### src/rtl/core/sdc_pkg.sv
`timescale 1ns / 1ps
// ----------------------------------------------------------------------------
// sdc_pkg - shared types, constants and microcode for the cubic decimator
// Field widths, operand select codes, the control word layout and the
// read-only program that sequences the shared multiply/accumulate datapath.
// ----------------------------------------------------------------------------
package sdc_pkg;

    localparam int SAMPLE_BITS = 24;
    localparam int PHASE_BITS  = 24;
    localparam int INC_BITS    = PHASE_BITS + 1;
    localparam int MIX_BITS    = 17;
    localparam int TAPS        = 4;

    localparam logic [INC_BITS-1:0] PHASE_ONE = INC_BITS'(1) << PHASE_BITS;
    localparam logic [MIX_BITS-1:0] MIX_ONE   = MIX_BITS'(1) << (MIX_BITS - 1);

    // Datapath: 32-bit signed accumulator times 25-bit signed operand
    localparam int ACC_BITS   = 32;
    localparam int MUL_B_BITS = 25;
    localparam int PROD_BITS  = ACC_BITS + MUL_B_BITS;

    localparam int STEP_BITS  = 4;

    // Configuration register indexes
    localparam logic REG_PHASE_INC  = 1'b0;
    localparam logic REG_SMOOTH_MIX = 1'b1;

    // Multiplier second operand
    localparam logic MULB_FRAC = 1'b0;
    localparam logic MULB_MIX  = 1'b1;

    // Accumulator addend
    localparam logic [2:0] ADD_C3  = 3'd0;
    localparam logic [2:0] ADD_C2  = 3'd1;
    localparam logic [2:0] ADD_D20 = 3'd2;
    localparam logic [2:0] ADD_D10 = 3'd3;
    localparam logic [2:0] ADD_X0  = 3'd4;

    // Rounding shift of the registered product
    localparam logic [1:0] SH_24 = 2'd0;
    localparam logic [1:0] SH_25 = 2'd1;
    localparam logic [1:0] SH_16 = 2'd2;

    // Jump conditions
    localparam logic [1:0] COND_NONE        = 2'd0;
    localparam logic [1:0] COND_NO_ITEM     = 2'd1;
    localparam logic [1:0] COND_OUT_BLOCKED = 2'd2;

    typedef struct packed {
        logic                 mul_en;
        logic                 mul_b_sel;
        logic                 acc_en;
        logic                 coef_load;
        logic                 use_prod;
        logic [2:0]           add_sel;
        logic [1:0]           shift_sel;
        logic                 out_load;
        logic [1:0]           cond;
        logic                 last;
        logic [STEP_BITS-1:0] target;
    } ucode_t;

    typedef struct packed {
        logic item;
        logic out_blocked;
    } seq_status_t;

    localparam ucode_t UC_NOP = '{
        mul_en: 1'b0, mul_b_sel: MULB_FRAC, acc_en: 1'b0, coef_load: 1'b0,
        use_prod: 1'b0, add_sel: ADD_C3, shift_sel: SH_24, out_load: 1'b0,
        cond: COND_NONE, last: 1'b0, target: '0
    };

    function automatic ucode_t ucode_rom(input logic [STEP_BITS-1:0] step);
        ucode_t w;
        w = UC_NOP;
        unique case (step)
            4'd0:
            begin
                w.cond   = COND_NO_ITEM;
                w.target = 4'd0;
            end
            4'd1:
            begin
                w.acc_en    = 1'b1;
                w.coef_load = 1'b1;
                w.add_sel   = ADD_C3;
            end
            4'd2:
            begin
                w.mul_en = 1'b1;
            end
            4'd3:
            begin
                w.acc_en    = 1'b1;
                w.use_prod  = 1'b1;
                w.add_sel   = ADD_C2;
                w.shift_sel = SH_24;
            end
            4'd4:
            begin
                w.mul_en = 1'b1;
            end
            4'd5:
            begin
                w.acc_en    = 1'b1;
                w.use_prod  = 1'b1;
                w.add_sel   = ADD_D20;
                w.shift_sel = SH_24;
            end
            4'd6:
            begin
                w.mul_en = 1'b1;
            end
            4'd7:
            begin
                w.acc_en    = 1'b1;
                w.use_prod  = 1'b1;
                w.add_sel   = ADD_D10;
                w.shift_sel = SH_25;
            end
            4'd8:
            begin
                w.mul_en    = 1'b1;
                w.mul_b_sel = MULB_MIX;
            end
            4'd9:
            begin
                w.use_prod  = 1'b1;
                w.add_sel   = ADD_X0;
                w.shift_sel = SH_16;
                w.out_load  = 1'b1;
                w.cond      = COND_OUT_BLOCKED;
                w.target    = 4'd9;
                w.last      = 1'b1;
            end
            default:
            begin
                w.last = 1'b1;
            end
        endcase
        return w;
    endfunction

endpackage

### src/rtl/core/sdc_sequencer.sv
`timescale 1ns / 1ps
// ----------------------------------------------------------------------------
// sdc_sequencer - microcode step counter
// Fetches one control word per step from the program table and branches on
// the waiting-for-item and output-blocked conditions.
// ----------------------------------------------------------------------------
module sdc_sequencer (
    input  logic                 clk,
    input  logic                 rst_n,
    input  sdc_pkg::seq_status_t status,
    output sdc_pkg::ucode_t      ctl
);
    import sdc_pkg::*;

    logic [STEP_BITS-1:0] step_reg;
    logic [STEP_BITS-1:0] step_next;
    logic                 cond_true;

    assign ctl = ucode_rom(step_reg);

    always_comb
    begin
        unique case (ctl.cond)
            COND_NO_ITEM:     cond_true = !status.item;
            COND_OUT_BLOCKED: cond_true = status.out_blocked;
            default:          cond_true = 1'b0;
        endcase
    end

    always_comb
    begin
        priority if (cond_true)
            step_next = ctl.target;
        else if (ctl.last)
            step_next = '0;
        else
            step_next = step_reg + 1'b1;
    end

    always_ff @(posedge clk or negedge rst_n)
    begin
        if (!rst_n)
            step_reg <= '0;
        else
            step_reg <= step_next;
    end

endmodule

### config.mk
export PLATFORM = sky130hd
export DESIGN_NAME = sdc_sequencer
export DESIGN_NICKNAME = d
export VERILOG_FILES = /design/src/rtl/core/sdc_pkg.sv /design/src/rtl/core/sdc_sequencer.sv
export SDC_FILE = /design/constraint.sdc
export NUM_CORES = 1
export LEC_CHECK = 0
export BUFFER_PORTS_ARGS = -buffer_cell sky130_fd_sc_hd__buf_4
export CORE_AREA = 2 2 39 41
export DETAILED_ROUTE_END_ITERATION = 8
export DIE_AREA = 0 0 41 43
export PLACE_DENSITY = 0.81
export SYNTH_ARGS = -nofsm -noshare
export SYNTH_HDL_FRONTEND = slang
export SYNTH_SLANG_ARGS = --single-unit
export TNS_END_PERCENT = 1
### constraint.sdc
create_clock -name clk -period 1.7 [get_ports clk]
set_input_delay 0 -clock clk [delete_from_list [all_inputs] [get_ports clk]]
set_output_delay 0 -clock clk [all_outputs]
set_load 0.02 [all_outputs]
Word level (Yosys, flattened, before mapping)
Index checks and enable logic that the tools add are counted.

Register bits: 4. Bits of input ports: 4. Output and inout bits: 18.

Add/sub/neg operators: 1. Equality and inequality tests: 11. Multiplexer cells: 14. Reductions and logical operators: 6.

Operators by type and width (count): 4-bit by 3-bit == test with 1-bit output (second input constant) (4); 4-bit 2-to-1 mux (3); 3-bit case mux with 4 select lines (1); 4-bit OR reduction (3); 9-bit OR reduction (1); 4-bit by 2-bit == test with 1-bit output (second input constant) (2); 4-bit == test (second input constant) (2); 2-bit case mux with 2 select lines (2); 1-bit 2-to-1 mux (7); 4-bit by 1-bit adder with 4-bit output (second input constant) (1); 4-bit by 1-bit == test with 1-bit output (second input constant) (1); 4-bit logical NOT (1); 2-bit by 1-bit == test with 1-bit output (second input constant) (1); 2-bit == test (second input constant) (1); 1-bit case mux with 2 select lines (1); 1-bit logical NOT (1).

Logic depth before layout (Yosys ltp)
Gate-level depths: netlist of run 1.

Word-level depth: 5. Depth in mapped cells: 8.

Worst setup path before layout of run 1
No wires, ideal clock.

Kind: flip-flop to flip-flop. Start point: register step_reg[1]. End point: register step_reg[3]. Setup time: 0.139 ns. Data arrival time: 1.718 ns. Data required time: 1.561 ns. Slack: -0.157 ns. Cell stages (with the launch flop): 9. Path buffers: 0. Path through: dfrtp_1 -> inv_1 -> ha_1 -> nand3b_4 -> inv_1 -> ha_1 -> nand2_1 -> a21oi_1 -> o31ai_2.

Cells in the longest elaborated chain, start to end: 5. Elaborated cells on any way between the ends: 19. Classes of those cells: 1 x add/sub; 11 x eq/ne; 5 x mux; 2 x reduce/logical.

Ends and longest elaborated chain: start, declared (RTL line sdc_sequencer.sv:15) `logic [STEP_BITS-1:0] step_reg;`; start signal, assigned (RTL line sdc_sequencer.sv:45) `step_reg <= step_next;`; 4-bit == test / 4-bit logical NOT (equally long branches) (RTL line sdc_pkg.sv:78) `unique case (step)`; 2-bit case mux with 2 select lines (RTL line sdc_pkg.sv:78); 2-bit == test / 2-bit by 1-bit == test with 1-bit output (equally long branches) (RTL line sdc_sequencer.sv:23) `unique case (ctl.cond)`; 1-bit case mux with 2 select lines (RTL line sdc_sequencer.sv:23); 4-bit 2-to-1 mux (*) (RTL line sdc_sequencer.sv:32) `priority if (cond_true)`; via step_next[3] (RTL line sdc_sequencer.sv:16) `logic [STEP_BITS-1:0] step_next;`.

The timed path passes the listed nets; every way through them passes the cells marked *.

Worst setup path after layout of run 1
Start point: register step_reg[0]. End point: register step_reg[0].

Same word-level chain as after synthesis.

==> results of run 1 <==
==> cell usage in the layout, fill, tap and decap left out, types with 2 or more instances in the layout <==
cell,synthesis,final
buf_4,7,30
ha_1,7,4
inv_2,0,3
nor2_1,4,3
nand2_1,4,3
ha_4,0,3
clkbuf_4,0,3
dfrtp_1,4,3
o21ai_0,2,2
and2_1,2,2
inv_1,6,2
o31ai_2,2,2
xor2_1,2,2
conb_1,1,2
==> repair_timing <==
item / 4_1_cts / 5_1_grt
buffers inserted: 1 / 2
setup endpoints to repair: 2 / 5
gates resized for setup: 0 / 14
endpoints found under the hold margin: 4 / 0
gates cloned: 0 / 0
pin swaps: 0 / 3
hold buffers: 1 / 0
==> area by class of cell <==
cell class	instances	share of cell area, %
Clock buffer	3	2.87
Multi-Input combinational cell	39	48.4
Inverter	6	3.34
Timing Repair Buffer	31	29.9
Sequential cell	4	12.9
Tap cell	16	2.55
==> synthesized netlist by cell type, types with 2 or more instances <==
library cell and number:
a21oi_1 2, and2_1 2, buf_4 7, buf_6 2
dfrtp_1 4, ha_1 7, inv_1 6, nand2_1 4
nor2_1 4, o21ai_0 2, o31ai_2 2, xor2_1 2
==> critical path, delay by kind of cell (launching register included) <==
family,cells,cell delay (ns)
flops,1,0.44
compound gates,2,0.42
simple gates,2,0.31
fa+ha+maj,2,0.24
buf+inv,2,0.16
==> kinds of logic (layout without fill, tap and decap cells) <==
| group | Yosys count | in the layout | synth area share (%) |
|---|---|---|---|
| xor gates and xnor gates | 3 | 3 | 5.21 |
| and+or+nand+nor | 19 | 19 | 23.8 |
| buffers and inverters | 15 | 40 | 19.4 |
| adders and majority gates | 7 | 7 | 17.4 |
| other | 1 | 2 | 0.744 |
| DFF | 4 | 4 | 19.9 |
| AOI/OAI and AO/OA | 8 | 8 | 13.6 |
==> metal layers <==
metal | track usage, % | wire (microns) | vias up
met1 | 13.1 | 433 | 195
met3 | 4.71 | 72 | 2
met2 | 21.3 | 554 | 15
met5 | 0 | 0 | -
li1 | - | - | 231
met4 | 6.00 | 10 | 0
==> final timing paths <==
kind	to	slack (ns)	depth (start not counted)
max in group asynchronous	step_reg[0]$_DFF_PN0_	1.48	2
min reg2reg	step_reg[0]$_DFF_PN0_	0.74	3
min in group clk	step_reg[2]$_DFF_PN0_	0.26	4
min	step_reg[3]$_DFF_PN0_	0.11	2
max	step_reg[0]$_DFF_PN0_	0.02	8
max reg2reg	step_reg[0]$_DFF_PN0_	0.02	8
==> metrics by stage <==
step	util (%)	cells	setup slack, ns	total power, mW
detailed placement	48.1	92	0.00136	1.15
floorplan	-	58	0.0243	0.813
CTS	51.0	97	-0.0113	1.28
global placement	48.1	92	0.0442	1.12
finish	56.8	99	0.0171	1.47
global route	56.8	99	-0.0686	1.60
==> where the power goes <==
group          total (mW)  switching [mW]  internal [mW]
logic                1.18           0.610          0.567
registers           0.183          0.0465          0.137
clock network       0.111          0.0326         0.0785
==> run_summary.xml, run 1 <==
<?xml version="1.0" encoding="UTF-8"?>
<metrics>
  <group name="outcome">
    <metric name="run_status" unit="">finished, final reports clean</metric>
  </group>
  <group name="synthesis">
    <metric name="synth_top_cell_by_area" unit="">dfrtp_1</metric>
    <metric name="edff_count_synth" unit="">0</metric>
    <metric name="primary_ff_master_synth" unit="">dfrtp_1</metric>
    <metric name="synthesized_area_per_cell" unit="sq um">8.85</metric>
    <metric name="synthesis.yosys.warnings" unit="">0</metric>
    <metric name="ys_seq_elements" unit="">4</metric>
    <metric name="synth.area.top_cells" unit="">dfrtp_1 (20%), ha_1 (17%), buf_4 (10%)</metric>
    <metric name="synthCells" unit="">57</metric>
    <metric name="synth-seq-area-share" unit="%">19.9</metric>
    <metric name="synth_largest_type_area_fraction" unit="%">19.9</metric>
    <metric name="netlist-cell-type-count" unit="">25</metric>
    <metric name="synth-async-reset-ratio" unit="%">100</metric>
    <metric name="total_standard_cell_area_after_synthesis" unit="sq um">504</metric>
  </group>
  <group name="global_routing">
    <metric name="pin_count_of_the_biggest_net_entering_global_routing" unit="">11</metric>
    <metric name="globalRouteTotalUtil" unit="%">12.7</metric>
    <metric name="grt_pass1_vias" unit="">387</metric>
    <metric name="antenna_found_initial" unit="">0</metric>
    <metric name="wire_length_of_the_first_global_routing_pass" unit="microns">1500</metric>
    <metric name="grt_overflow_total" unit="">0</metric>
  </group>
  <group name="final_layout">
    <metric name="final.fill_count" unit="">116</metric>
    <metric name="antenna_cells_inserted" unit="">0</metric>
    <metric name="largest_reg_flops" unit="">4</metric>
    <metric name="post_route_cells_drive_above_1_share" unit="%">60.2</metric>
    <metric name="stdcell_area" unit="sq um">786</metric>
    <metric name="design.final.nets" unit="">96</metric>
    <metric name="regArea" unit="sq um">101</metric>
    <metric name="layout-area-overhead-vs-synth" unit="%">55.8</metric>
    <metric name="multi_input_comb_area" unit="sq um">380</metric>
  </group>
  <group name="critical_path">
    <metric name="critPathLaunchType" unit="">register</metric>
    <metric name="crit_required" unit="ns">1.82</metric>
    <metric name="critical-path-max-stage-delay" unit="ns">0.44</metric>
    <metric name="timing.critical_path.fanout_max" unit="">5</metric>
    <metric name="worst_setup_path_startpoint" unit="">step_reg[0]$_DFF_PN0_</metric>
    <metric name="critPathKind" unit="">reg -&gt; reg</metric>
    <metric name="end_kind" unit="">register</metric>
    <metric name="crit_arrival" unit="ns">1.81</metric>
    <metric name="cp_cell_sequence" unit="">inv_2 -&gt; ha_4 -&gt; nand2_4 -&gt; inv_2 -&gt; ha_4 -&gt; or2b_1 -&gt; a211o_1 -&gt; o31ai_2</metric>
    <metric name="r2r-start" unit="">step_reg[0]$_DFF_PN0_</metric>
    <metric name="critical_path.slowest_cell" unit="">dfrtp_2</metric>
  </group>
  <group name="sta">
    <metric name="timing.clock.skew" unit="ns">0.00588</metric>
    <metric name="timing.final.crit_share" unit="%">99.0</metric>
    <metric name="totalNegativeSetupSlack" unit="ns">0</metric>
    <metric name="hold_viol_final" unit="">0</metric>
    <metric name="drv_slew" unit="">0</metric>
    <metric name="max_clock_freq" unit="GHz">0.594</metric>
    <metric name="timing.hold.ws" unit="ns">0.106</metric>
    <metric name="rsz0062_at_grt" unit="">true</metric>
    <metric name="finalSetupViolations" unit="">0</metric>
    <metric name="final_period_minus_worst_setup_slack" unit="ns">1.68</metric>
  </group>
  <group name="worst_hold_path">
    <metric name="classification_of_the_worst_slack_hold_path" unit="">in -&gt; async</metric>
  </group>
  <group name="clocking">
    <metric name="clkLatencyLatePin" unit="ns">0.23</metric>
    <metric name="worst_setup_hold_path_clk_slew" unit="ns">0.04</metric>
    <metric name="clock_sink_count" unit="">4</metric>
    <metric name="h-tree-depth" unit="">1</metric>
    <metric name="clockBufferDepth" unit="">2</metric>
    <metric name="clock-root-buffer" unit="">clkbuf_4</metric>
    <metric name="clock_tree_from_tritoncts" unit="">done</metric>
    <metric name="tritoncts.num_buffers" unit="">3</metric>
  </group>
  <group name="power">
    <metric name="p_leak" unit="nW">0.412</metric>
    <metric name="power_per_cell_area" unit="mW/mm^2">1870</metric>
    <metric name="peakVddDrop" unit="mV">1.01</metric>
  </group>
  <group name="routing">
    <metric name="wl" unit="microns">1070</metric>
    <metric name="routed_via_density" unit="">4.47</metric>
    <metric name="antenna_violating_nets_post_route" unit="">0</metric>
    <metric name="num_vias" unit="">443</metric>
    <metric name="first_pass_iters" unit="">2</metric>
    <metric name="drt_iter0_markers" unit="">1</metric>
    <metric name="drc_errors" unit="">0</metric>
    <metric name="post_drt_wl_per_cell" unit="microns">10.8</metric>
  </group>
  <group name="place">
    <metric name="dpl-instance-area" unit="sq um">666</metric>
    <metric name="portBuffers" unit="">19</metric>
    <metric name="place.detailed.hpwl" unit="microns">815</metric>
    <metric name="gp_congestion" unit="">0.750</metric>
  </group>
  <group name="flow_run">
    <metric name="drv.max_cap_violation_count" unit="">0</metric>
  </group>
  <group name="floorplanning">
    <metric name="core_box_area" unit="sq mm">0.00138</metric>
    <metric name="placement_rows" unit="">14</metric>
    <metric name="pin_count" unit="">22</metric>
    <metric name="dieHeight" unit="microns">43</metric>
    <metric name="die_width" unit="microns">41</metric>
    <metric name="initial_core_util" unit="%">36.4</metric>
    <metric name="die-area" unit="sq mm">0.00176</metric>
  </group>
</metrics>
Power figures use the tool's default switching activity.
==> run 2: changes to the inputs <==
--- a/config.mk
+++ b/config.mk
@@ -6,10 +6,10 @@
 export NUM_CORES = 1
 export LEC_CHECK = 0
 export BUFFER_PORTS_ARGS = -buffer_cell sky130_fd_sc_hd__buf_4
-export CORE_AREA = 2 2 39 41
+export CORE_MARGIN = 2
+export CORE_UTILIZATION = 28
 export DETAILED_ROUTE_END_ITERATION = 8
-export DIE_AREA = 0 0 41 43
-export PLACE_DENSITY = 0.81
+export PLACE_DENSITY = 0.66
 export SYNTH_ARGS = -nofsm -noshare
 export SYNTH_HDL_FRONTEND = slang
 export SYNTH_SLANG_ARGS = --single-unit
==> run 2 against run 1 <==
Sequential share of layout area rose by 0.40 points. Worst setup slack better by 0.061 ns. Clock power increased by 5%. Global-route usage fell by 0.23 points. First-iteration DRC count rose to 3.0 times the previous value. Non-clock buffer count shrank 1. Largest cell class unchanged. Routed wire length barely moved. Sequential power shrank 2%. Cell area shrank 3.0%.
==> run_summary.xml, run 2 (same netlist as run 1, synthesis figures left out) <==
<?xml version="1.0" encoding="UTF-8"?>
<metrics>
  <group name="power">
    <metric name="peakVddDrop" unit="mV">0.626</metric>
    <metric name="p_leak" unit="nW">0.403</metric>
    <metric name="power_per_cell_area" unit="mW/mm^2">1860</metric>
  </group>
  <group name="routing">
    <metric name="post_drt_wl_per_cell" unit="microns">10.0</metric>
    <metric name="num_vias" unit="">460</metric>
    <metric name="routed_via_density" unit="">4.30</metric>
    <metric name="wirelength_met1" unit="microns">401</metric>
    <metric name="routed.top_layer" unit="">met4</metric>
    <metric name="route.met3.wl" unit="microns">60</metric>
    <metric name="drt_iter0_markers" unit="">3</metric>
    <metric name="antenna_violating_nets_post_route" unit="">0</metric>
    <metric name="wl" unit="microns">1070</metric>
    <metric name="met2_wirelength" unit="microns">606</metric>
    <metric name="first_pass_iters" unit="">4</metric>
    <metric name="drc_errors" unit="">0</metric>
  </group>
  <group name="critical_path">
    <metric name="cp.buffers_inverters" unit="">0</metric>
    <metric name="critical-path-max-stage-delay" unit="ns">0.44</metric>
    <metric name="end_kind" unit="">register</metric>
    <metric name="cp_cell_sequence" unit="">ha_4 -&gt; nand3b_4 -&gt; ha_1 -&gt; or2b_1 -&gt; a211o_1 -&gt; o31ai_2</metric>
    <metric name="critPathKind" unit="">reg -&gt; reg</metric>
    <metric name="worst_r2r_path_depth" unit="">6</metric>
    <metric name="critPathLaunchType" unit="">register</metric>
    <metric name="critical-path-top-delay-family" unit="">flip-flops</metric>
    <metric name="crit_required" unit="ns">1.83</metric>
    <metric name="critical_path.slowest_cell" unit="">dfrtp_2</metric>
    <metric name="crit_arrival" unit="ns">1.75</metric>
    <metric name="timing.critical_path.fanout_max" unit="">5</metric>
    <metric name="worstSetupPathDepth" unit="">6</metric>
  </group>
  <group name="flow_run">
    <metric name="drv.max_cap_violation_count" unit="">0</metric>
  </group>
  <group name="final_layout">
    <metric name="layout-area-overhead-vs-synth" unit="%">51.1</metric>
    <metric name="post_route_cells_drive_above_1_share" unit="%">57.3</metric>
    <metric name="final_common_cell" unit="">buf_4</metric>
    <metric name="layout_common_cells" unit="">buf_4 (29), ha_1 (5), nor2_1 (4)</metric>
    <metric name="largest_reg_flops" unit="">4</metric>
    <metric name="final_core_utilization" unit="%">44.6</metric>
    <metric name="design.final.nets" unit="">95</metric>
    <metric name="stdcell_area" unit="sq um">762</metric>
    <metric name="antenna_cells_inserted" unit="">0</metric>
  </group>
  <group name="place">
    <metric name="portBuffers" unit="">19</metric>
    <metric name="place.detailed.hpwl" unit="microns">894</metric>
    <metric name="preCtsSetupSlack" unit="ns">-0.00346</metric>
    <metric name="gp_congestion" unit="">0.778</metric>
    <metric name="dpl-instance-area" unit="sq um">677</metric>
  </group>
  <group name="clocking">
    <metric name="clockBufferDepth" unit="">2</metric>
    <metric name="h-tree-depth" unit="">1</metric>
    <metric name="clock-root-buffer" unit="">clkbuf_4</metric>
    <metric name="worst_setup_hold_path_clk_slew" unit="ns">0.04</metric>
    <metric name="clock_sink_count" unit="">4</metric>
    <metric name="clkLatencyLatePin" unit="ns">0.23</metric>
    <metric name="clock_tree_from_tritoncts" unit="">done</metric>
    <metric name="tritoncts.num_buffers" unit="">3</metric>
  </group>
  <group name="global_routing">
    <metric name="grt_overflow_total" unit="">0</metric>
    <metric name="wire_length_of_the_first_global_routing_pass" unit="microns">1790</metric>
    <metric name="globalRouteTotalUtil" unit="%">12.5</metric>
    <metric name="pin_count_of_the_biggest_net_entering_global_routing" unit="">8</metric>
    <metric name="grt_pass1_vias" unit="">434</metric>
    <metric name="antenna_found_initial" unit="">0</metric>
  </group>
  <group name="sta">
    <metric name="rsz0062_at_grt" unit="">true</metric>
    <metric name="max_clock_freq" unit="GHz">0.617</metric>
    <metric name="final_period_minus_worst_setup_slack" unit="ns">1.62</metric>
    <metric name="finalSetupViolations" unit="">0</metric>
    <metric name="totalNegativeSetupSlack" unit="ns">0</metric>
    <metric name="hold_viol_final" unit="">0</metric>
    <metric name="timing.final.crit_share" unit="%">95.4</metric>
    <metric name="timing.clock.skew" unit="ns">0.000160</metric>
    <metric name="worst_slack" unit="ns">0.0781</metric>
    <metric name="drv_slew" unit="">0</metric>
  </group>
  <group name="floorplanning">
    <metric name="die-area" unit="sq mm">0.00216</metric>
    <metric name="die_width" unit="microns">46.4</metric>
    <metric name="placement_rows" unit="">15</metric>
    <metric name="initial_core_util" unit="%">29.5</metric>
    <metric name="core_box_area" unit="sq mm">0.00171</metric>
    <metric name="dieHeight" unit="microns">46.4</metric>
    <metric name="pin_count" unit="">22</metric>
  </group>
  <group name="worst_hold_path">
    <metric name="classification_of_the_worst_slack_hold_path" unit="">in -&gt; async</metric>
  </group>
  <group name="outcome">
    <metric name="run_status" unit="">finished, final reports clean</metric>
  </group>
</metrics>
[run 2: cell types whose count changed in the layout (fill, tap and decap cells not counted)]
cell and delta:
nor2_1 +1, nand2_2 +1, ha_1 +1, nand2_4 -1, ha_4 -1, buf_4 -1, a21oi_2 +1, a21oi_4 -1
nor2_2 -1
[run 2: area by class of cell]
| class | count | area [sq um] |
|---|---|---|
| fill | 171 | 946 |
| multi-input combinational | 39 | 353 |
| clock buffer | 3 | 22.5 |
| timing repair buffer | 30 | 228 |
| sequential | 4 | 101 |
| tap | 25 | 31.3 |
| inverter | 6 | 26.3 |
[run 2: worst paths after layout]
check | slack, ns | end | startpoint
max | 0.08 | step_reg[0]$_DFF_PN0_ | step_reg[0]$_DFF_PN0_
min | 0.10 | step_reg[0]$_DFF_PN0_ | rst_n
max reg2reg | 0.08 | step_reg[0]$_DFF_PN0_ | step_reg[0]$_DFF_PN0_
min reg2reg | 0.66 | step_reg[0]$_DFF_PN0_ | step_reg[0]$_DFF_PN0_
max in group asynchronous | 1.49 | step_reg[0]$_DFF_PN0_ | rst_n
min in group clk | 0.25 | step_reg[3]$_DFF_PN0_ | status[1]
[run 2: through the flow]
step	std cells	total power, mW	hold WS [ns]
floorplan	58	0.813	-0.296
global placement	101	1.13	-0.203
detailed placement	101	1.16	-0.201
CTS	106	1.41	0.0896
global route	107	1.56	0.0938
finish	107	1.42	0.102
[run 2: worst register-to-register path, cell delays in order, from the launching register on]
cell      delay [ns]
dfrtp_2         0.44
ha_4            0.20
nand3b_4        0.11
ha_1            0.14
or2b_1          0.25
a211o_1         0.30
o31ai_2         0.07
[run 2: where the power goes]
group          internal, mW  switching, mW
Clock                0.0789         0.0374
Sequential            0.137         0.0422
Combinational         0.545          0.579
Total                 0.760          0.658
[run 2: timing repair]
action	CTS	global route
hold buffers	1	0
resized for setup	7	2
hold endpoints to repair	4	0
buffers inserted	1	1
pin swaps	3	4
endpoints found under the setup margin	2	5
[run 2: per-layer routing]
metal  track usage, %  up-vias
met5                0        -
met4             8.57        0
met1             12.2      216
li1                 -      229
met3             3.53        2
met2             22.2       13
